File: src/hdl/first_fit_power_of_two_allocator_defines.svh
// ----------------------------------------------------------------------------
// first_fit_power_of_two_allocator_defines
// Assertion macros used by the allocator RTL.
// ----------------------------------------------------------------------------
`ifndef FIRST_FIT_POWER_OF_TWO_ALLOCATOR_DEFINES_SVH
`define FIRST_FIT_POWER_OF_TWO_ALLOCATOR_DEFINES_SVH

// Same-cycle implication, disabled while reset is asserted
`define FFPA_ASSERT_NOW(label, clk, rst_n, ante, cons, msg) \
    label: assert property (@(posedge clk) disable iff (!rst_n) (ante) |-> (cons)) \
        else $error(msg);

// Next-cycle implication, disabled while reset is asserted
`define FFPA_ASSERT_NEXT(label, clk, rst_n, ante, cons, msg) \
    label: assert property (@(posedge clk) disable iff (!rst_n) (ante) |=> (cons)) \
        else $error(msg);

`endif

File: src/hdl/ffpa_pkg.sv
// ----------------------------------------------------------------------------
// ffpa_pkg
// Types, codes and helpers shared by the first-fit allocator modules.
// ----------------------------------------------------------------------------
`default_nettype none

package ffpa_pkg;

    localparam int ADDR_W    = 32;
    localparam int SIZE_W    = 16;
    localparam int LOG_W     = 5;
    // request_size plus header always fits in this many bits
    localparam int SUM_W     = 17;
    localparam int CFG_IDX_W = 1;

    localparam logic [LOG_W-1:0] MIN_LOG = 5'd4;

    // operation codes
    localparam logic OP_ALLOC = 1'b0;
    localparam logic OP_FREE  = 1'b1;

    // configuration register indexes
    localparam logic [CFG_IDX_W-1:0] CFG_HEAP_START = 1'b0;
    localparam logic [CFG_IDX_W-1:0] CFG_HEAP_END   = 1'b1;

    typedef enum logic [1:0] {
        ST_OK        = 2'd0,
        ST_NO_MEM    = 2'd1,
        ST_IGNORED   = 2'd2,
        ST_LIST_FULL = 2'd3
    } t_status;

    typedef struct packed {
        logic              op;
        logic [SIZE_W-1:0] request_size;
        logic [ADDR_W-1:0] user_address;
    } t_request;

    typedef struct packed {
        logic [ADDR_W-1:0] result_address;
        t_status           status;
    } t_result;

    // command from the sequencer to the free list
    typedef struct packed {
        logic              scan;
        logic              push;
        logic [LOG_W-1:0]  need_log;
        logic [ADDR_W-1:0] push_block;
        logic [LOG_W-1:0]  push_log;
    } t_fl_cmd;

    // free list status back to the sequencer
    typedef struct packed {
        logic              done;
        logic              hit;
        logic              full;
        logic [ADDR_W-1:0] block;
    } t_fl_sts;

    // number of bits needed to hold v (position of highest one, plus one)
    function automatic logic [LOG_W-1:0] bit_length(input logic [SUM_W-1:0] v);
        logic [LOG_W-1:0] n;
        n = '0;
        for (int i = 0; i < SUM_W; i++) begin
            if (v[i]) begin
                n = LOG_W'(i + 1);
            end
        end
        return n;
    endfunction

endpackage

`default_nettype wire

File: src/hdl/ffpa_ram.sv
// ----------------------------------------------------------------------------
// ffpa_ram
// Simple dual-port RAM: one write port, one read port, registered read.
// ----------------------------------------------------------------------------
`default_nettype none

module ffpa_ram #(
    parameter int WIDTH  = 8,
    parameter int DEPTH  = 16,
    parameter int ADDR_W = (DEPTH > 1) ? $clog2(DEPTH) : 1
) (
    input  wire logic              i_clk,
    input  wire logic              i_we,
    input  wire logic [ADDR_W-1:0] i_waddr,
    input  wire logic [WIDTH-1:0]  i_wdata,
    input  wire logic [ADDR_W-1:0] i_raddr,
    output logic      [WIDTH-1:0]  o_rdata
);

    logic [WIDTH-1:0] r_mem [DEPTH];
    logic [WIDTH-1:0] r_rdata;

    always_ff @(posedge i_clk) begin
        if (i_we) begin
            r_mem[i_waddr] <= i_wdata;
        end
        r_rdata <= r_mem[i_raddr];
    end

    assign o_rdata = r_rdata;

endmodule

`default_nettype wire

File: src/hdl/ffpa_free_list.sv
// ----------------------------------------------------------------------------
// ffpa_free_list
// Freed-block list held in RAM: push at the tail, first-fit scan from the
// tail toward the head, and compaction of the entries above a removed one.
// ----------------------------------------------------------------------------
`default_nettype none

module ffpa_free_list #(
    parameter int FREE_SLOTS = 16
) (
    input  wire logic             i_clk,
    input  wire logic             i_rst_n,
    input  wire ffpa_pkg::t_fl_cmd i_cmd,
    output ffpa_pkg::t_fl_sts     o_sts
);

    localparam int CNT_W = $clog2(FREE_SLOTS + 1);
    localparam int AW    = (FREE_SLOTS > 1) ? $clog2(FREE_SLOTS) : 1;
    localparam int ENT_W = ffpa_pkg::ADDR_W + ffpa_pkg::LOG_W;

    typedef enum logic [1:0] {
        S_IDLE,
        S_SCAN,
        S_SHIFT,
        S_DRAIN
    } t_state;

    t_state                       r_state;
    logic [CNT_W-1:0]             r_count;
    logic [CNT_W-1:0]             r_slot;
    logic [ffpa_pkg::LOG_W-1:0]   r_need;
    logic                         r_wb_valid;
    logic [CNT_W-1:0]             r_wb_dst;
    logic                         r_done;
    logic                         r_hit;
    logic [ffpa_pkg::ADDR_W-1:0]  r_block;

    logic                         w_we;
    logic [CNT_W-1:0]             w_waddr;
    logic [ENT_W-1:0]             w_wdata;
    logic [CNT_W-1:0]             w_raddr;
    logic [ENT_W-1:0]             w_rdata;
    logic [ffpa_pkg::ADDR_W-1:0]  w_rd_block;
    logic [ffpa_pkg::LOG_W-1:0]   w_rd_log;
    logic                         w_last;

    assign w_rd_block = w_rdata[ENT_W-1:ffpa_pkg::LOG_W];
    assign w_rd_log   = w_rdata[ffpa_pkg::LOG_W-1:0];
    // current slot is the newest entry
    assign w_last     = ((r_slot + CNT_W'(1)) == r_count);

    // read address: newest entry on scan start, one below while scanning,
    // source entry while compacting
    always_comb begin
        case (r_state)
            S_IDLE:  w_raddr = r_count - CNT_W'(1);
            S_SCAN:  w_raddr = (r_slot == '0) ? '0 : (r_slot - CNT_W'(1));
            S_SHIFT: w_raddr = r_slot;
            default: w_raddr = '0;
        endcase
    end

    // write port: compaction write-back first, else push at the tail
    always_comb begin
        w_we    = 1'b0;
        w_waddr = r_count;
        w_wdata = {i_cmd.push_block, i_cmd.push_log};
        if (r_wb_valid) begin
            w_we    = 1'b1;
            w_waddr = r_wb_dst;
            w_wdata = w_rdata;
        end else if (r_state == S_IDLE && i_cmd.push) begin
            w_we = 1'b1;
        end
    end

    ffpa_ram #(
        .WIDTH  (ENT_W),
        .DEPTH  (FREE_SLOTS),
        .ADDR_W (AW)
    ) u_list_ram (
        .i_clk   (i_clk),
        .i_we    (w_we),
        .i_waddr (w_waddr[AW-1:0]),
        .i_wdata (w_wdata),
        .i_raddr (w_raddr[AW-1:0]),
        .o_rdata (w_rdata)
    );

    // list sequencer
    always_ff @(posedge i_clk) begin
        if (!i_rst_n) begin
            r_state    <= S_IDLE;
            r_count    <= '0;
            r_wb_valid <= 1'b0;
            r_done     <= 1'b0;
            r_hit      <= 1'b0;
        end else begin
            r_done     <= 1'b0;
            r_wb_valid <= 1'b0;
            case (r_state)
                S_IDLE: begin
                    if (i_cmd.push) begin
                        r_count <= r_count + CNT_W'(1);
                    end else if (i_cmd.scan) begin
                        r_need <= i_cmd.need_log;
                        if (r_count == '0) begin
                            r_done <= 1'b1;
                            r_hit  <= 1'b0;
                        end else begin
                            r_slot  <= r_count - CNT_W'(1);
                            r_state <= S_SCAN;
                        end
                    end
                end
                S_SCAN: begin
                    if (w_rd_log >= r_need) begin
                        r_block <= w_rd_block;
                        if (w_last) begin
                            // newest entry taken, nothing to compact
                            r_count <= r_count - CNT_W'(1);
                            r_done  <= 1'b1;
                            r_hit   <= 1'b1;
                            r_state <= S_IDLE;
                        end else begin
                            r_slot  <= r_slot + CNT_W'(1);
                            r_state <= S_SHIFT;
                        end
                    end else if (r_slot == '0) begin
                        r_done  <= 1'b1;
                        r_hit   <= 1'b0;
                        r_state <= S_IDLE;
                    end else begin
                        r_slot <= r_slot - CNT_W'(1);
                    end
                end
                S_SHIFT: begin
                    // entry read now lands one slot lower next cycle
                    r_wb_valid <= 1'b1;
                    r_wb_dst   <= r_slot - CNT_W'(1);
                    if (w_last) begin
                        r_state <= S_DRAIN;
                    end else begin
                        r_slot <= r_slot + CNT_W'(1);
                    end
                end
                S_DRAIN: begin
                    r_count <= r_count - CNT_W'(1);
                    r_done  <= 1'b1;
                    r_hit   <= 1'b1;
                    r_state <= S_IDLE;
                end
                default: begin
                    r_state <= S_IDLE;
                end
            endcase
        end
    end

    assign o_sts.done  = r_done;
    assign o_sts.hit   = r_hit;
    assign o_sts.full  = (r_count == CNT_W'(FREE_SLOTS));
    assign o_sts.block = r_block;

endmodule

`default_nettype wire
File: config.mk
export PLATFORM = sky130hd
export DESIGN_NAME = ffpa_free_list
export DESIGN_NICKNAME = d
export VERILOG_FILES = /design/src/hdl/first_fit_power_of_two_allocator_defines.svh /design/src/hdl/ffpa_pkg.sv /design/src/hdl/ffpa_ram.sv /design/src/hdl/ffpa_free_list.sv
export SDC_FILE = /design/constraint.sdc
export NUM_CORES = 1
export LEC_CHECK = 0
export BUFFER_PORTS_ARGS = -buffer_cell sky130_fd_sc_hd__buf_2
export CAP_MARGIN = 20
export CORE_MARGIN = 5
export CORE_UTILIZATION = 50
export DETAILED_ROUTE_END_ITERATION = 7
export PLACE_DENSITY = 0.65
export SKIP_CTS_REPAIR_TIMING = 1
export SLEW_MARGIN = 20
export SYNTH_ARGS = -nofsm -noshare
export SYNTH_HDL_FRONTEND = slang
export SYNTH_SLANG_ARGS = --single-unit
File: constraint.sdc
create_clock -name i_clk -period 4.9 [get_ports i_clk]
set_input_delay 0 -clock i_clk [delete_from_list [all_inputs] [get_ports i_clk]]
set_output_delay 0 -clock i_clk [all_outputs]
set_load 0.005 [all_outputs]
==> flow_summary.yaml <==
global_route:
  grt_pass1_wl_um: 100000
  grt_antenna_before_repair: 0
  grt_usage_pct: 22.0
  grt_max_degree: 225
  grt_pass1_vias: 16000
  gr-total-overflow: 0
setup_path:
  critPathCaptureType: "flop"
  path_max_fanout: 69
  timing.rr.end: "u_list_ram.o_rdata[35]$_DFF_P_"
  path_class: "flop to flop"
  r2r_cells: 9
  startpoint: "r_slot[0]$_DFFE_PP_"
  worstSetupStartpointType: "flop"
  timing.rr.start: "r_slot[0]$_DFFE_PP_"
  worstPathArrival_ns: 4.43
  ff2ff_setup_slack_ns: 0.93
  crit_end: "u_list_ram.o_rdata[35]$_DFF_P_"
  critPathRequiredTime_ns: 5.37
placement:
  dp_cells: 2576
  io_buffers: 80
  place_congestion: 0.854
  hpwl_um: 33000
power:
  p_clk_share_pct: 25.6
  p_sw_mw: 7.31
  comb_power_share_pct: 37.5
  totalPowerFinal_mw: 19.8
  power_leakage_nw: 10.0
  power_density_mw_per_mm2: 632
  vdd_ir_drop_max_uv: 1070
  intPower_mw: 12.5
  switching_share_pct: 36.9
  seq_power_share_pct: 36.9
floorplan:
  fp.dieH_um: 245
  die_w_um: 245
  core-area_mm2: 0.0550
  die_area_mm2: 0.0602
  initial_utilization_pct: 50.4
  rows: 86
  pin_count: 81
routing:
  num_vias: 16200
  vias_per_cell: 5.95
  first_pass_iters: 5
  antenna_left: 0
  wl_per_cell_um: 24.6
  wl_um: 67100
  drc: 0
  drtIter0Drc: 1570
sta:
  worst_hold_slack_ns: -0.0288
  period_share_pct: 81.0
  rsz0062_at_grt: "no"
  hold_viol: 95
  setup_violations: 0
  fin_tns_setup_ns: 0
  fmax_ghz: 0.252
  slew_headroom_pct: 26.8
  post-route-min-period_ns: 3.97
  fin_skew_ns: 0.0218
  drv_slew: 0
  tightest_slew_ns: 1.10
layout:
  nFillCells: 4270
  drive_above_1_share_pct: 21.2
  final_cell_mix: "edfxtp_1, mux2_2, nor2_1, o21ai_0"
  final_nets: 1987
  syn_to_final_growth_pct: 13.4
  num_antenna_cells: 0
  finalNonFillerCells: 2725
  register_area_mm2: 0.0201
  multiInputGateArea_mm2: 0.00699
  mostFrequentLayoutCell: "edfxtp_1"
logic_synthesis:
  synth_nets: 1908
  ys_ff_latch: 685
  synth-seq-area-share_pct: 72.6
  syn_area_mm2: 0.0277
  synth-edff-count: 638
  synthCells: 1846
  yosys.cell_types.count: 60
  synth_top_area_share_pct: 69.2
  avgSynthCellArea_um2: 15.0
  async_reset_ff_share_pct: 0
  synthTopCellsByArea: "edfxtp_1, mux2_2, o211ai_1"
  synth_ff_type: "edfxtp_1"
  yosys.area.top_type: "edfxtp_1"
  yosysWarnings: 0
flow_run:
  cap_viol_max_count: 0
clock_network:
  cts-root-buf: "clkbuf_16"
  cts_tree: "yes"
  htree_levels: 3
  clockBufferDepth: 3
  clock_latency_ns: 0.60
  path_clk_slew_ns: 0.06
  cts_buffers: 70
  cts_sinks: 685
outcome:
  violations: "hold timing"
  status: "finished, violations left"
worst_hold_path:
  hold_path.class: "input pin to flop"
## per-layer routing
metal | up-vias | GRT usage, % | share of wire, %
li1 | 7287 | - | -
met1 | 8271 | 31.0 | 43
met2 | 560 | 36.2 | 48
met3 | 97 | 3.10 | 6.2
met4 | 0 | 6.12 | 2.2
met5 | - | 0 | 0
## power by group through the flow
stage,Clock [mW],Sequential [mW],Combinational [mW]
6_report,5.07,7.32,7.44
5_1_grt,5.41,7.36,8.10
4_1_cts,5.15,7.32,7.46
3_5_place_dp,0,7.44,7.43
3_3_place_gp,0,7.43,7.36
2_1_floorplan,0,7.31,5.37
## cells by family after synthesis
logic type	after synthesis	share of synthesized area, %
xor gates and xnor gates	19	0.601
DFF	685	72.6
buffers and inverters	155	2.84
muxes	190	7.73
AOI/OAI and AO/OA	356	8.28
adders and majority gates	16	0.723
and+or+nand+nor	425	7.23
## synth_stat cells, drive strengths merged (2+ instances only)
cell,number
edfxtp,638
mux2,181
nor2,174
o21ai,156
nor3,149
o211ai,148
clkbuf,87
buf,49
dfxtp,47
nand4,41
nand2,22
inv,19
ha,16
a21oi,10
xnor2,10
xor2,9
mux2i,8
a31oi,7
nor2b,7
and2,6
nand3,6
o31ai,6
nand2b,5
and3,4
o221ai,4
a22oi,3
nor3b,3
o21a,3
or2,3
a211o,2
a31o,2
o32a,2
## worst min path at each step
stage | end | cells after the start | startpoint | slack, ns
5_1_grt | u_list_ram.r_mem[10][27]$_DFFE_PP_ | 2 | i_cmd[27] | 0.001
3_5_place_dp | r_need[2]$_DFFE_PP_ | 1 | i_cmd[39] | 0.18
3_3_place_gp | r_need[2]$_DFFE_PP_ | 1 | i_cmd[39] | 0.18
6_report | u_list_ram.r_mem[5][29]$_DFFE_PP_ | 2 | i_cmd[29] | -0.03
2_1_floorplan | r_need[0]$_DFFE_PP_ | 0 | i_cmd[37] | 0.1
4_1_cts | r_need[2]$_DFFE_PP_ | 1 | i_cmd[39] | -0.45
## layout make-up
cell class                 count  area share (%)
inverter                      19           0.227
sequential                   685            64.0
timing repair buffer         143            3.62
tap                          748            2.98
clock buffer                 101            6.21
multi-input combinational   1006            22.3
clock inverter                23           0.670
## registers in the layout (all words and copies together) (netlist names), named ones only
name                cells
r_need                  5
u_list_ram.r_mem      592
r_state                 1
r_block                32
r_done                  1
r_count                 5
r_wb_valid              1
r_wb_dst                4
u_list_ram.o_rdata     37
r_hit                   1
r_slot                  5
## critical path, cell delays in order, from the launching register on
cell and delay [ns]:
edfxtp_1 0.59, inv_1 0.18, ha_1 0.16, or4b_4 0.54, a221o_4 0.72, nand2b_4 0.46, buf_4 0.40, mux4_2 0.55
mux2i_1 0.13, mux2i_1 0.09
## per-stage QoR
stage	cell area, µm²	utilization, %	setup WS (ns)
floorplan	27700	-	1.52
detailed placement	29000	52.7	0.929
CTS	31100	56.6	0.936
global placement	29000	52.7	0.980
finish	31400	57.1	0.933
global route	31400	57.1	0.749
(Power assumes the default switching activity.)
