===== config.mk =====
export PLATFORM = sky130hd
export DESIGN_NAME = ffpa_ram
export DESIGN_NICKNAME = d
export VERILOG_FILES = /design/src/hdl/first_fit_power_of_two_allocator_defines.svh /design/src/hdl/ffpa_ram.sv
export SDC_FILE = /design/constraint.sdc
export NUM_CORES = 1
export LEC_CHECK = 0
export BUFFER_PORTS_ARGS = -buffer_cell sky130_fd_sc_hd__buf_2
export CAP_MARGIN = 25
export CELL_PAD_IN_SITES_DETAIL_PLACEMENT = 1
export CELL_PAD_IN_SITES_GLOBAL_PLACEMENT = 1
export CORE_AREA = 2 2 117 119
export DETAILED_ROUTE_END_ITERATION = 7
export DIE_AREA = 0 0 119 121
export PLACE_DENSITY_LB_ADDON = 0.12
export SETUP_SLACK_MARGIN = 0.1
export SLEW_MARGIN = 25
export SYNTH_ARGS = -nofsm -noshare
export SYNTH_HDL_FRONTEND = slang
export SYNTH_SLANG_ARGS = --single-unit

===== constraint.sdc =====
create_clock -name i_clk -period 4.8 [get_ports i_clk]
set_input_delay 0.96 -clock i_clk [delete_from_list [all_inputs] [get_ports i_clk]]
set_output_delay 0.96 -clock i_clk [all_outputs]
set_load 0.005 [all_outputs]

===== src/hdl/first_fit_power_of_two_allocator_defines.svh =====
// ----------------------------------------------------------------------------
// first_fit_power_of_two_allocator_defines
// Assertion macros used by the allocator RTL.
// ----------------------------------------------------------------------------
`ifndef FIRST_FIT_POWER_OF_TWO_ALLOCATOR_DEFINES_SVH
`define FIRST_FIT_POWER_OF_TWO_ALLOCATOR_DEFINES_SVH

// Same-cycle implication, disabled while reset is asserted
`define FFPA_ASSERT_NOW(label, clk, rst_n, ante, cons, msg) \
    label: assert property (@(posedge clk) disable iff (!rst_n) (ante) |-> (cons)) \
        else $error(msg);

// Next-cycle implication, disabled while reset is asserted
`define FFPA_ASSERT_NEXT(label, clk, rst_n, ante, cons, msg) \
    label: assert property (@(posedge clk) disable iff (!rst_n) (ante) |=> (cons)) \
        else $error(msg);

`endif


===== src/hdl/ffpa_ram.sv =====
// ----------------------------------------------------------------------------
// ffpa_ram
// Simple dual-port RAM: one write port, one read port, registered read.
// ----------------------------------------------------------------------------
`default_nettype none

module ffpa_ram #(
    parameter int WIDTH  = 8,
    parameter int DEPTH  = 16,
    parameter int ADDR_W = (DEPTH > 1) ? $clog2(DEPTH) : 1
) (
    input  wire logic              i_clk,
    input  wire logic              i_we,
    input  wire logic [ADDR_W-1:0] i_waddr,
    input  wire logic [WIDTH-1:0]  i_wdata,
    input  wire logic [ADDR_W-1:0] i_raddr,
    output logic      [WIDTH-1:0]  o_rdata
);

    logic [WIDTH-1:0] r_mem [DEPTH];
    logic [WIDTH-1:0] r_rdata;

    always_ff @(posedge i_clk) begin
        if (i_we) begin
            r_mem[i_waddr] <= i_wdata;
        end
        r_rdata <= r_mem[i_raddr];
    end

    assign o_rdata = r_rdata;

endmodule

`default_nettype wire


==> results of run 1 <==
[Yosys cell counts, drive strengths merged]
cell type / instances
nand2: 9
nor3: 4
or3b: 1
a22oi: 16
nor2: 13
nand3b: 2
nand3: 1
buf: 7
nand2b: 2
mux4: 32
edfxtp: 128
dfxtp: 8
nor2b: 1
and2b: 1
clkdlybuf4s25: 3
and2: 1
[power breakdown]
group          total (W)  leakage, nW  switching (W)  internal [W]
Combinational   0.000116        0.493      0.0000683     0.0000482
Sequential       0.00134         1.22     0.00000898       0.00133
Clock            0.00131        0.287       0.000492      0.000817
Total            0.00276         2.00       0.000570       0.00219
[critical path: stages]
cell and delay, ns:
sky130_fd_sc_hd__buf_2 0.69, sky130_fd_sc_hd__buf_4 0.31, sky130_fd_sc_hd__mux4_1 0.56, sky130_fd_sc_hd__a22oi_1 0.23, sky130_fd_sc_hd__nand2_1 0.07
[sequential cells by signal, summed over array words and instances, names as in the netlist]
| name | count |
|---|---|
| r_mem | 128 |
| o_rdata | 8 |
[worst max path at each step]
stage                           from          end
final                     i_raddr[0]   o_rdata[3]
after floorplan           i_waddr[2]  r_mem[0][0]
after CTS                 i_raddr[0]   o_rdata[3]
after global routing      i_raddr[0]   o_rdata[3]
after detailed placement  i_raddr[0]   o_rdata[3]
after global placement    i_waddr[2]  r_mem[0][2]
[cells by family after synthesis]
family	share of synthesized area (%)
flip-flops	77.8
AO/OA/AOI/OAI	2.33
buffers and inverters	1.68
AND/OR/NAND/NOR	3.18
multiplexers	15.0
[per-layer routing]
metal / vias up / wire length, um / global-route usage [%]
li1: 1050 / - / -
met1: 1261 / 4710 / 21.9
met2: 56 / 5180 / 26.4
met3: 15 / 540 / 4.42
met4: 0 / 175 / 6.25
met5: - / 0 / 0
[per-stage QoR]
stage,hold slack [ns],worst slack [ns],power [W],utilization [%]
CTS,0.675,2.17,0.00279,46.2
global placement,0.652,1.74,0.00148,41.5
detailed placement,0.659,1.72,0.00148,41.6
global route,0.711,2.08,0.00285,46.3
floorplan,0.629,2.35,0.00143,-
finish,0.670,2.27,0.00276,46.3
[layout make-up]
class | count | area share (%)
Clock inverter | 15 | 2.95
Tap cell | 176 | 3.64
Sequential cell | 136 | 66.1
Clock buffer | 17 | 7.02
Timing Repair Buffer | 29 | 2.56
Multi-Input combinational cell | 83 | 17.7
==> reports/summary.log, run 1 <==
INFO  clocking       cts_tree=done
INFO  die            core_region_area=0.0131mm^2
INFO  synthesis      syn_avg_cell_area=22.5um^2
INFO  drt            route.detailed.drc=0
INFO  setup_path     timing.critical_path.from_type=input pin
INFO  timing         slew-limit-headroom=35.0%
INFO  synthesis      synth_largest_area_cell=sky130_fd_sc_hd__edfxtp_1
INFO  grt            grt_ovf=0
INFO  timing         final.setup.tns=0ns
INFO  synthesis      synth_top_area_share=74.7%
INFO  cells_and_area layout-area-overhead-vs-synth=17.6%
INFO  flow_run       max-cap-violations=0
INFO  grt            grt_use_total=16.6%
INFO  die            initial_core_util=39.3%
INFO  clocking       cts-root-buf=sky130_fd_sc_hd__clkbuf_16
INFO  cells_and_area summed_area_of_non_filler_cells_in_the_final_layout=0.00606mm^2
INFO  placement      detailed_place.area=0.00544mm^2
INFO  cells_and_area num_antenna_cells=0
INFO  placement      portBuffers=25
INFO  drt            wirelength=10600um
INFO  clocking       cts-buffers-inserted=17
INFO  die            dieWidth=119um
INFO  synthesis      yosys_register_bits=136
INFO  die            ioPinCount=26
INFO  worst_hold_path hold-path-endpoint=o_rdata[2]
INFO  cells_and_area mostFrequentLayoutCell=sky130_fd_sc_hd__edfxtp_1
INFO  grt            first_global_vias=2571
INFO  worst_hold_path hp-class=register to register
INFO  drt            ant_nets=0
INFO  timing         setup_viol=0
INFO  setup_path     endpoint_kind=register
INFO  pwr            vdd.ir_drop.worst=0.274mV
INFO  placement      detailed_place_hpwl=6720um
INFO  drt            vias=2382
INFO  setup_path     r2r_setup_slack=3.46ns
INFO  drt            drt_pre_antenna_iters=4
INFO  synthesis      synth.lib_cells_used.distinct=19
INFO  cells_and_area finalNetCount=285
INFO  worst_hold_path worst_hold_startpoint=r_mem[15][2]
INFO  clocking       post_cts_hold_buffer_count=0
INFO  setup_path     rr_worst_depth=3
INFO  synthesis      syn_nets=247
INFO  drt            routed_wire_length_per_instance=23.3um
INFO  pwr            leakagePower=2.00nW
INFO  worst_hold_path worstHoldPathCells=3
INFO  timing         timing_worst_slew_pin_value=0.971ns
INFO  grt            grt_start_max_net_pins=33
INFO  cells_and_area finalNonFillerCells=456
INFO  cells_and_area multi_input_area=0.00107mm^2
INFO  die            placementRows=42
INFO  placement      place_inst=423
INFO  timing         grt_setup_unrepaired=no
INFO  clocking       cts_post_setup_buffers_inserted=0
INFO  run_status     run_status=complete, no violations
INFO  grt            wire_length_of_the_first_global_routing_pass=16600um
INFO  grt            grt_antenna_before_repair=0
INFO  timing         final-hold-violation-count=0
INFO  clocking       post_cts.resized_instances=0
INFO  setup_path     worst_ep_required_time=5.10ns
INFO  drt            post_drt_via_cell_ratio=5.22
INFO  clocking       ctsHtreeMaxLevel=4
INFO  setup_path     crit_path_max_fanout=27
INFO  timing         min_period_over_period=52.7%
INFO  drt            dr.first_iter.drc_count=152
INFO  setup_path     crit_arrival=2.83ns
INFO  setup_path     criticalPathCategory=input pin to register
INFO  clocking       worst_skew_pair.late_latency=0.42ns
INFO  clocking       ctsLongestPathBuffers=2
INFO  pwr            power_per_cell_area=456mW/mm^2
INFO  cells_and_area fillCellCount=1205
INFO  die            die_outline_area=0.0144mm^2
INFO  synthesis      synthesis.instances=229
INFO  synthesis      ys_warn_count=0
INFO  clocking       numClockSinks=136
INFO  timing         timing.fmax=395MHz
INFO  setup_path     end_of_the_worst_register_to_register_path=o_rdata[7]
INFO  timing         final_period_minus_worst_setup_slack=2.53ns
INFO  cells_and_area regArea=0.00400mm^2
INFO  die            die_h=121um
INFO  synthesis      synth_area=0.00515mm^2
INFO  cells_and_area drive_above_1_share=29.6%
INFO  setup_path     worst_r2r_startpoint=r_mem[2][7]
INFO  placement      final_replace_weighted_congestion=0.674
INFO  cells_and_area layout_common_cells=sky130_fd_sc_hd__edfxtp_1, sky130_fd_sc_hd__buf_2, sky130_fd_sc_hd__mux4_2, sky130_fd_sc_hd__clkbuf_16, sky130_fd_sc_hd__a22oi_1
INFO  timing         fin_skew=0.00667ns
INFO  clocking       clock_edge_transition_at_the_registers_on_the_reported_setup_and_hold_paths=0.06ns
INFO  synthesis      synth_sequential_area_ratio=77.8%
INFO  timing         timing.final.max_slew_violations=0
INFO  synthesis      synthTopCellsByArea=sky130_fd_sc_hd__edfxtp_1, sky130_fd_sc_hd__mux4_2, sky130_fd_sc_hd__mux4_1
Note: power is estimated with default switching activity, not from simulation.
==> inputs of run 2 (changes only) <==
==> constraint.sdc (replaced) <==
create_clock -name i_clk -period 2.3 [get_ports i_clk]
set_input_delay 0.46 -clock i_clk [delete_from_list [all_inputs] [get_ports i_clk]]
set_output_delay 0.46 -clock i_clk [all_outputs]
set_load 0.005 [all_outputs]
==> run 2 against run 1 <==
Against the previous run:
- combinational power grew 130%
- global-route usage fell by 0.19 points
- clock power increased by 97%
- total power increased by 100%
- count of clock-buffer cells in the layout grew 13
- via count increased by 0.84%
- non-clock buffer count rose by 17
- sequential share of layout area shrank 1.2 points
- worst hold slack got worse by 0.24 ns
- sequential power is 110% higher
- critical path depth did not move
- largest cell class unchanged
- core utilization grew 0.88 points
==> reports/summary.log, run 2 (synthesis results as in run 1) <==
INFO  grt            wire_length_of_the_first_global_routing_pass=16200um
INFO  setup_path     endpoint_kind=register
INFO  timing         grt_setup_unrepaired=no
INFO  drt            routed_wire_length_per_instance=22.5um
INFO  drt            wirelength=10700um
INFO  timing         timing_worst_slew_pin_value=0.408ns
INFO  cells_and_area drive_above_1_share=30.3%
INFO  grt            grt_start_max_net_pins=27
INFO  pwr            leakagePower=2.10nW
INFO  grt            grt_ovf=0
INFO  drt            ant_nets=0
INFO  pwr            vdd.ir_drop.worst=0.502mV
INFO  placement      final_replace_weighted_congestion=0.684
INFO  placement      detailed_place_hpwl=6930um
INFO  cells_and_area regArea=0.00400mm^2
INFO  cells_and_area fillCellCount=1197
INFO  clocking       post_cts_hold_buffer_count=0
INFO  timing         timing.fmax=697MHz
INFO  cells_and_area summed_area_of_non_filler_cells_in_the_final_layout=0.00617mm^2
INFO  drt            drt_pre_antenna_iters=4
INFO  cells_and_area multi_input_area=0.00106mm^2
INFO  flow_run       max-cap-violations=0
INFO  die            dieWidth=119um
INFO  setup_path     worst_ep_required_time=2.59ns
INFO  cells_and_area num_antenna_cells=0
INFO  setup_path     crit_path_max_fanout=19
INFO  placement      detailed_place.area=0.00560mm^2
INFO  grt            grt_antenna_before_repair=0
INFO  clocking       cts_tree=done
INFO  pwr            power_after_layout=0.00564W
INFO  drt            post_drt_via_cell_ratio=5.08
INFO  setup_path     r2r_setup_slack=0.95ns
INFO  cells_and_area finalNetCount=302
INFO  placement      portBuffers=25
INFO  cells_and_area finalNonFillerCells=473
INFO  setup_path     crit_arrival=1.73ns
INFO  cells_and_area layout_common_cells=sky130_fd_sc_hd__edfxtp_1, sky130_fd_sc_hd__buf_2, sky130_fd_sc_hd__mux4_2, sky130_fd_sc_hd__buf_4, sky130_fd_sc_hd__clkbuf_16
INFO  die            die_h=121um
INFO  clocking       ctsHtreeMaxLevel=4
INFO  timing         final.setup.tns=0ns
INFO  timing         slew-limit-headroom=72.8%
INFO  timing         setup_viol=0
INFO  clocking       post_cts.resized_instances=0
INFO  die            placementRows=42
INFO  timing         final-hold-violation-count=0
INFO  die            core_region_area=0.0131mm^2
INFO  drt            dr.first_iter.drc_count=177
INFO  cells_and_area largest_register=r_mem
INFO  timing         final_period_minus_worst_setup_slack=1.43ns
INFO  clocking       cts_post_setup_buffers_inserted=0
INFO  die            ioPinCount=26
INFO  run_status     run_status=complete, no violations
INFO  cells_and_area layout-area-overhead-vs-synth=19.9%
INFO  pwr            power_per_cell_area=913mW/mm^2
INFO  grt            first_global_vias=2655
INFO  clocking       numClockSinks=136
INFO  cells_and_area largest_register_ffs=128
INFO  setup_path     criticalPathCategory=input pin to register
INFO  drt            route.detailed.drc=0
INFO  clocking       cts-buffers-inserted=17
INFO  timing         min_period_over_period=62.4%
INFO  cells_and_area mostFrequentLayoutCell=sky130_fd_sc_hd__edfxtp_1
INFO  clocking       clock_edge_transition_at_the_registers_on_the_reported_setup_and_hold_paths=0.05ns
INFO  timing         fin_skew=0.00706ns
INFO  clocking       ctsLongestPathBuffers=2
INFO  die            initial_core_util=39.3%
INFO  cells_and_area final_util=47.2%
INFO  worst_hold_path hp-class=input pin to register
INFO  placement      place_inst=441
INFO  clocking       worst_skew_pair.late_latency=0.41ns
INFO  timing         timing.final.max_slew_violations=0
INFO  clocking       cts-root-buf=sky130_fd_sc_hd__clkbuf_16
INFO  setup_path     timing.critical_path.from_type=input pin
INFO  grt            grt_use_total=16.4%
INFO  drt            vias=2402
INFO  die            die_outline_area=0.0144mm^2
==> run 2: cell count changes in the layout (fill, tap and decap cells not counted), moves of 3 or more <==
cell | previous run | this run
sky130_fd_sc_hd__clkinvlp_4 | 3 | 0
sky130_fd_sc_hd__clkbuf_1 | 0 | 7
sky130_fd_sc_hd__clkbuf_8 | 0 | 6
sky130_fd_sc_hd__buf_4 | 4 | 18
sky130_fd_sc_hd__clkinv_4 | 5 | 0
sky130_fd_sc_hd__buf_12 | 0 | 3
==> run 2: where the power goes <==
part,switching [W],internal (W)
combinational,0.000146,0.000116
sequential,0.0000174,0.00277
clock,0.000923,0.00166
total,0.00109,0.00455
==> run 2: per-layer routing <==
layer / GRT usage (%) / wire length (um) / vias up
met5: 0 / 0 / -
met2: 25.2 / 5030 / 53
met3: 4.04 / 353 / 18
met4: 8.33 / 212 / 0
met1: 21.7 / 5060 / 1247
li1: - / - / 1084
==> run 2: worst max-delay path, stage by stage <==
cell	delay, ns
sky130_fd_sc_hd__buf_2	0.13
sky130_fd_sc_hd__buf_12	0.20
sky130_fd_sc_hd__mux4_1	0.57
sky130_fd_sc_hd__a22oi_1	0.27
sky130_fd_sc_hd__nand2_1	0.08
==> run 2: area by class of cell <==
type                    count  area share [%]
flip-flops and latches    136            64.9
multi-input cells          83            17.1
clock buffers              30            8.66
repair buffers             46            5.19
well taps                 176            3.57
clock inverters             2           0.568
==> run 2: metrics by stage <==
stage	setup slack [ns]	hold WS (ns)
CTS	0.841	0.410
global placement	0.411	0.655
global route	0.757	0.435
finish	0.865	0.425
detailed placement	0.397	0.668
floorplan	0.347	0.559
==> run 2: path summary, 6_finish.rpt <==
kind                                   start           end  depth (start not counted)
worst min register to register  r_mem[14][5]    o_rdata[5]                          3
worst min-delay path              i_wdata[3]  r_mem[12][3]                          1
worst max register to register   r_mem[5][3]    o_rdata[3]                          3
worst max-delay path              i_raddr[0]    o_rdata[4]                          5
==> inputs of run 3 (changes only) <==
--- a/config.mk
+++ b/config.mk
@@ -5,13 +5,14 @@
 export SDC_FILE = /design/constraint.sdc
 export NUM_CORES = 1
 export LEC_CHECK = 0
+export ABC_AREA = 1
 export BUFFER_PORTS_ARGS = -buffer_cell sky130_fd_sc_hd__buf_2
 export CAP_MARGIN = 25
 export CELL_PAD_IN_SITES_DETAIL_PLACEMENT = 1
 export CELL_PAD_IN_SITES_GLOBAL_PLACEMENT = 1
-export CORE_AREA = 2 2 117 119
+export CORE_AREA = 2 2 124 126
 export DETAILED_ROUTE_END_ITERATION = 7
-export DIE_AREA = 0 0 119 121
+export DIE_AREA = 0 0 126 128
 export PLACE_DENSITY_LB_ADDON = 0.12
 export SETUP_SLACK_MARGIN = 0.1
 export SLEW_MARGIN = 25
==> constraint.sdc (replaced) <==
create_clock -name i_clk -period 1.2 [get_ports i_clk]
set_input_delay 0.24 -clock i_clk [delete_from_list [all_inputs] [get_ports i_clk]]
set_output_delay 0.24 -clock i_clk [all_outputs]
set_load 0.005 [all_outputs]
==> run 3 against run 2 <==
Against the previous run:
- die area rose by 12%
- clock power rose by 100%
- total power increased by 100%
- sequential share of layout area is 8.3 points lower
- global-route usage grew 3.3 points
- wire length is 38% higher
- via count grew 64%
- register-to-register slack got worse by 0.73 ns
- non-clock buffer count increased by 25
- setup slack worse by 0.80 ns
- worst hold slack worse by 0.21 ns
- cell area rose by 15%
- largest cell class unchanged
- largest power group unchanged
==> reports/summary.log, run 3 <==
INFO  synthesis      synthSimpleGateAreaFrac=21.0%
INFO  cells_and_area num_antenna_cells=0
INFO  die            dieWidth=126um
INFO  grt            grt_ovf=0
INFO  setup_path     end_of_the_worst_register_to_register_path=o_rdata[6]
INFO  drt            vias=3934
INFO  timing         final_period_minus_worst_setup_slack=1.14ns
INFO  clocking       post_cts_hold_buffer_count=0
INFO  timing         min_period_over_period=94.8%
INFO  synthesis      leading_cell_types_by_count_after_synthesis=sky130_fd_sc_hd__nand2_1, sky130_fd_sc_hd__edfxtp_1, sky130_fd_sc_hd__inv_1, sky130_fd_sc_hd__nand3_1, sky130_fd_sc_hd__nor2_1
INFO  cells_and_area regArea=0.00401mm^2
INFO  cells_and_area finalNetCount=635
INFO  synthesis      synthesis.instances=551
INFO  cells_and_area layout-area-overhead-vs-synth=23.1%
INFO  placement      place_inst=786
INFO  synthesis      ys_warn_count=0
INFO  setup_path     timing.critical_path.buf_inv=1
INFO  clocking       numClockSinks=136
INFO  clocking       ctsHtreeMaxLevel=4
INFO  die            die_h=128um
INFO  die            ioPinCount=26
INFO  grt            grt_start_max_net_pins=33
INFO  synthesis      synth_area=0.00577mm^2
INFO  timing         setup_viol=0
INFO  pwr            leakagePower=3.11nW
INFO  drt            post_drt_via_cell_ratio=4.81
INFO  timing         final.setup.tns=0ns
INFO  clocking       cts_tree=done
INFO  grt            grt_use_total=19.7%
INFO  synthesis      synth.lib_cells_used.distinct=12
INFO  clocking       cts-root-buf=sky130_fd_sc_hd__clkbuf_16
INFO  grt            first_global_vias=4181
INFO  synthesis      post-synth-top-count-cell=sky130_fd_sc_hd__nand2_1
INFO  synthesis      synth-edff-count=128
INFO  die            die_outline_area=0.0161mm^2
INFO  clocking       worst_skew_pair.late_latency=0.42ns
INFO  cells_and_area layout_common_cells=sky130_fd_sc_hd__nand2_1, sky130_fd_sc_hd__edfxtp_1, sky130_fd_sc_hd__inv_1, sky130_fd_sc_hd__nand3_1, sky130_fd_sc_hd__buf_4
INFO  worst_hold_path worstHoldPathCells=1
INFO  flow_run       max-cap-violations=0
INFO  clocking       cts-buffers-inserted=17
INFO  timing         timing_worst_slew_pin_value=0.353ns
INFO  synthesis      synth_largest_area_cell=sky130_fd_sc_hd__edfxtp_1
INFO  setup_path     crit_path_max_fanout=1
INFO  die            core_region_area=0.0149mm^2
INFO  setup_path     crit_arrival=0.90ns
INFO  drt            routed_wire_length_per_instance=17.9um
INFO  clocking       cts_post_setup_buffers_inserted=0
INFO  synthesis      post_synth_xor_area_fraction=0%
INFO  synthesis      synth_mux_area_share=0%
INFO  synthesis      synthTopCellsByArea=sky130_fd_sc_hd__edfxtp_1, sky130_fd_sc_hd__nand2_1, sky130_fd_sc_hd__nand3_1
INFO  placement      detailed_place_hpwl=10100um
INFO  setup_path     r2r_setup_slack=0.22ns
INFO  drt            dr.first_iter.drc_count=222
INFO  pwr            vdd.ir_drop.worst=1.11mV
INFO  placement      portBuffers=25
INFO  clocking       clock_edge_transition_at_the_registers_on_the_reported_setup_and_hold_paths=0.06ns
INFO  synthesis      synth_top_area_share=66.7%
INFO  pwr            power_per_cell_area=1610mW/mm^2
INFO  synthesis      async_set_reset_flop_share_out_of_synthesis=0%
INFO  worst_hold_path hp-class=input pin to register
INFO  grt            grt_antenna_before_repair=0
INFO  timing         timing.final.max_slew_violations=0
INFO  drt            route.detailed.drc=0
INFO  drt            wirelength=14700um
INFO  worst_hold_path worst_hold_startpoint=i_wdata[1]
INFO  die            placementRows=45
INFO  pwr            power_after_layout=0.0114W
INFO  setup_path     criticalPathCategory=register to output port
INFO  cells_and_area largest_register_ffs=128
INFO  grt            wire_length_of_the_first_global_routing_pass=23200um
INFO  setup_path     rr_worst_depth=6
INFO  timing         final-hold-violation-count=0
INFO  timing         fin_skew=0.0102ns
INFO  setup_path     crit_path_cell_trace=buf_2
INFO  cells_and_area largest_register=r_mem
INFO  cells_and_area drive_above_1_share=18.3%
INFO  setup_path     timing.critical_path.from_type=register
INFO  timing         slew-limit-headroom=76.4%
INFO  setup_path     worst_path_largest_cell_delay=0.36ns
INFO  placement      final_replace_weighted_congestion=0.780
INFO  synthesis      synth_sequential_area_ratio=69.4%
INFO  synthesis      synth_top_family_by_area=simple AND/OR/NAND/NOR gates
INFO  setup_path     crit_start=o_rdata[0]
INFO  cells_and_area mostFrequentLayoutCell=sky130_fd_sc_hd__nand2_1
INFO  synthesis      syn_avg_cell_area=10.5um^2
INFO  setup_path     critical_path.top_delay_family=flip-flops
INFO  setup_path     cpMaxStageDelayCell=sky130_fd_sc_hd__dfxtp_2
INFO  cells_and_area multi_input_area=0.00123mm^2
INFO  timing         grt_setup_unrepaired=yes
INFO  cells_and_area final_util=47.8%
INFO  synthesis      yosys_register_bits=136
INFO  cells_and_area fillCellCount=1652
INFO  cells_and_area finalNonFillerCells=818
INFO  synthesis      ys_dominant_reg_cell=sky130_fd_sc_hd__edfxtp_1
INFO  synthesis      adder_cell_fraction_of_synth_area=0%
INFO  drt            ant_nets=0
INFO  setup_path     worst_ep_required_time=0.96ns
INFO  timing         timing.fmax=879MHz
INFO  setup_path     endpoint_kind=output port
INFO  die            initial_core_util=38.8%
INFO  setup_path     worst_r2r_startpoint=r_mem[10][6]
INFO  synthesis      synth_compound_gate_area_share=0%
INFO  clocking       ctsLongestPathBuffers=2
INFO  synthesis      syn_nets=569
INFO  run_status     run_status=complete, no violations
INFO  drt            drt_pre_antenna_iters=4
INFO  worst_hold_path hold-path-endpoint=r_mem[5][1]
-- run 3: cell types whose count changed after synthesis, sizes merged, moves of 4 or more --
| cell | previous run | this run |
|---|---|---|
| nand3 | 1 | 97 |
| nand2 | 9 | 173 |
| mux4 | 32 | 0 |
| nor3 | 4 | 0 |
| buf | 7 | 24 |
| nor2 | 13 | 17 |
| a22oi | 16 | 0 |
| inv | 0 | 102 |
-- run 3: logic make-up after synthesis --
family | Yosys count
buf+inv | 126
simple gates | 289
flops | 136
-- run 3: timing repair --
action                                  CTS  global route
cloned                                    0             0
gates resized for setup                   7             5
endpoints found under the setup margin    6             8
hold endpoints to repair                  0             0
-- run 3: final cells by class --
type                    instances  area share, %
flip-flops and latches        136           56.5
multi-input cells             289           17.4
repair buffers                 71           8.92
clock buffers                  23           6.73
inverters                     102           5.39
well taps                     188           3.31
clock inverters                 9           1.73
-- run 3: power breakdown --
part | leakage, nW | internal, W | switching, W
logic | 1.59 | 0.000289 | 0.000481
clock network | 0.297 | 0.00341 | 0.00186
registers | 1.22 | 0.00532 | 0.0000397
-- run 3: worst max-delay path by stage --
| stage | to | slack, ns | depth (start not counted) |
|---|---|---|---|
| finish | o_rdata[0] | 0.06 | 1 |
| global route | o_rdata[0] | 0.04 | 1 |
| CTS | o_rdata[2] | 0.05 | 1 |
| detailed placement | r_mem[3][1] | -0.15 | 5 |
| global placement | r_mem[3][4] | -0.1 | 5 |
| floorplan | r_mem[10][0] | 0.009 | 2 |
-- run 3: layer usage --
metal	vias to the layer above	global-route usage (%)	wire, um
li1	1907	-	-
met1	1910	25.2	6620
met2	82	32.0	7140
met3	35	4.05	488
met4	0	9.95	412
met5	-	0	0
-- run 3: stage by stage --
step | hold WS (ns) | worst slack [ns] | cell area, um^2
2_1_floorplan | 0.339 | 0.00917 | 5780
3_3_place_gp | 0.618 | -0.0984 | 6460
3_5_place_dp | 0.623 | -0.146 | 6460
4_1_cts | 0.213 | 0.0475 | 7080
5_1_grt | 0.227 | 0.0391 | 7100
6_report | 0.219 | 0.0628 | 7100
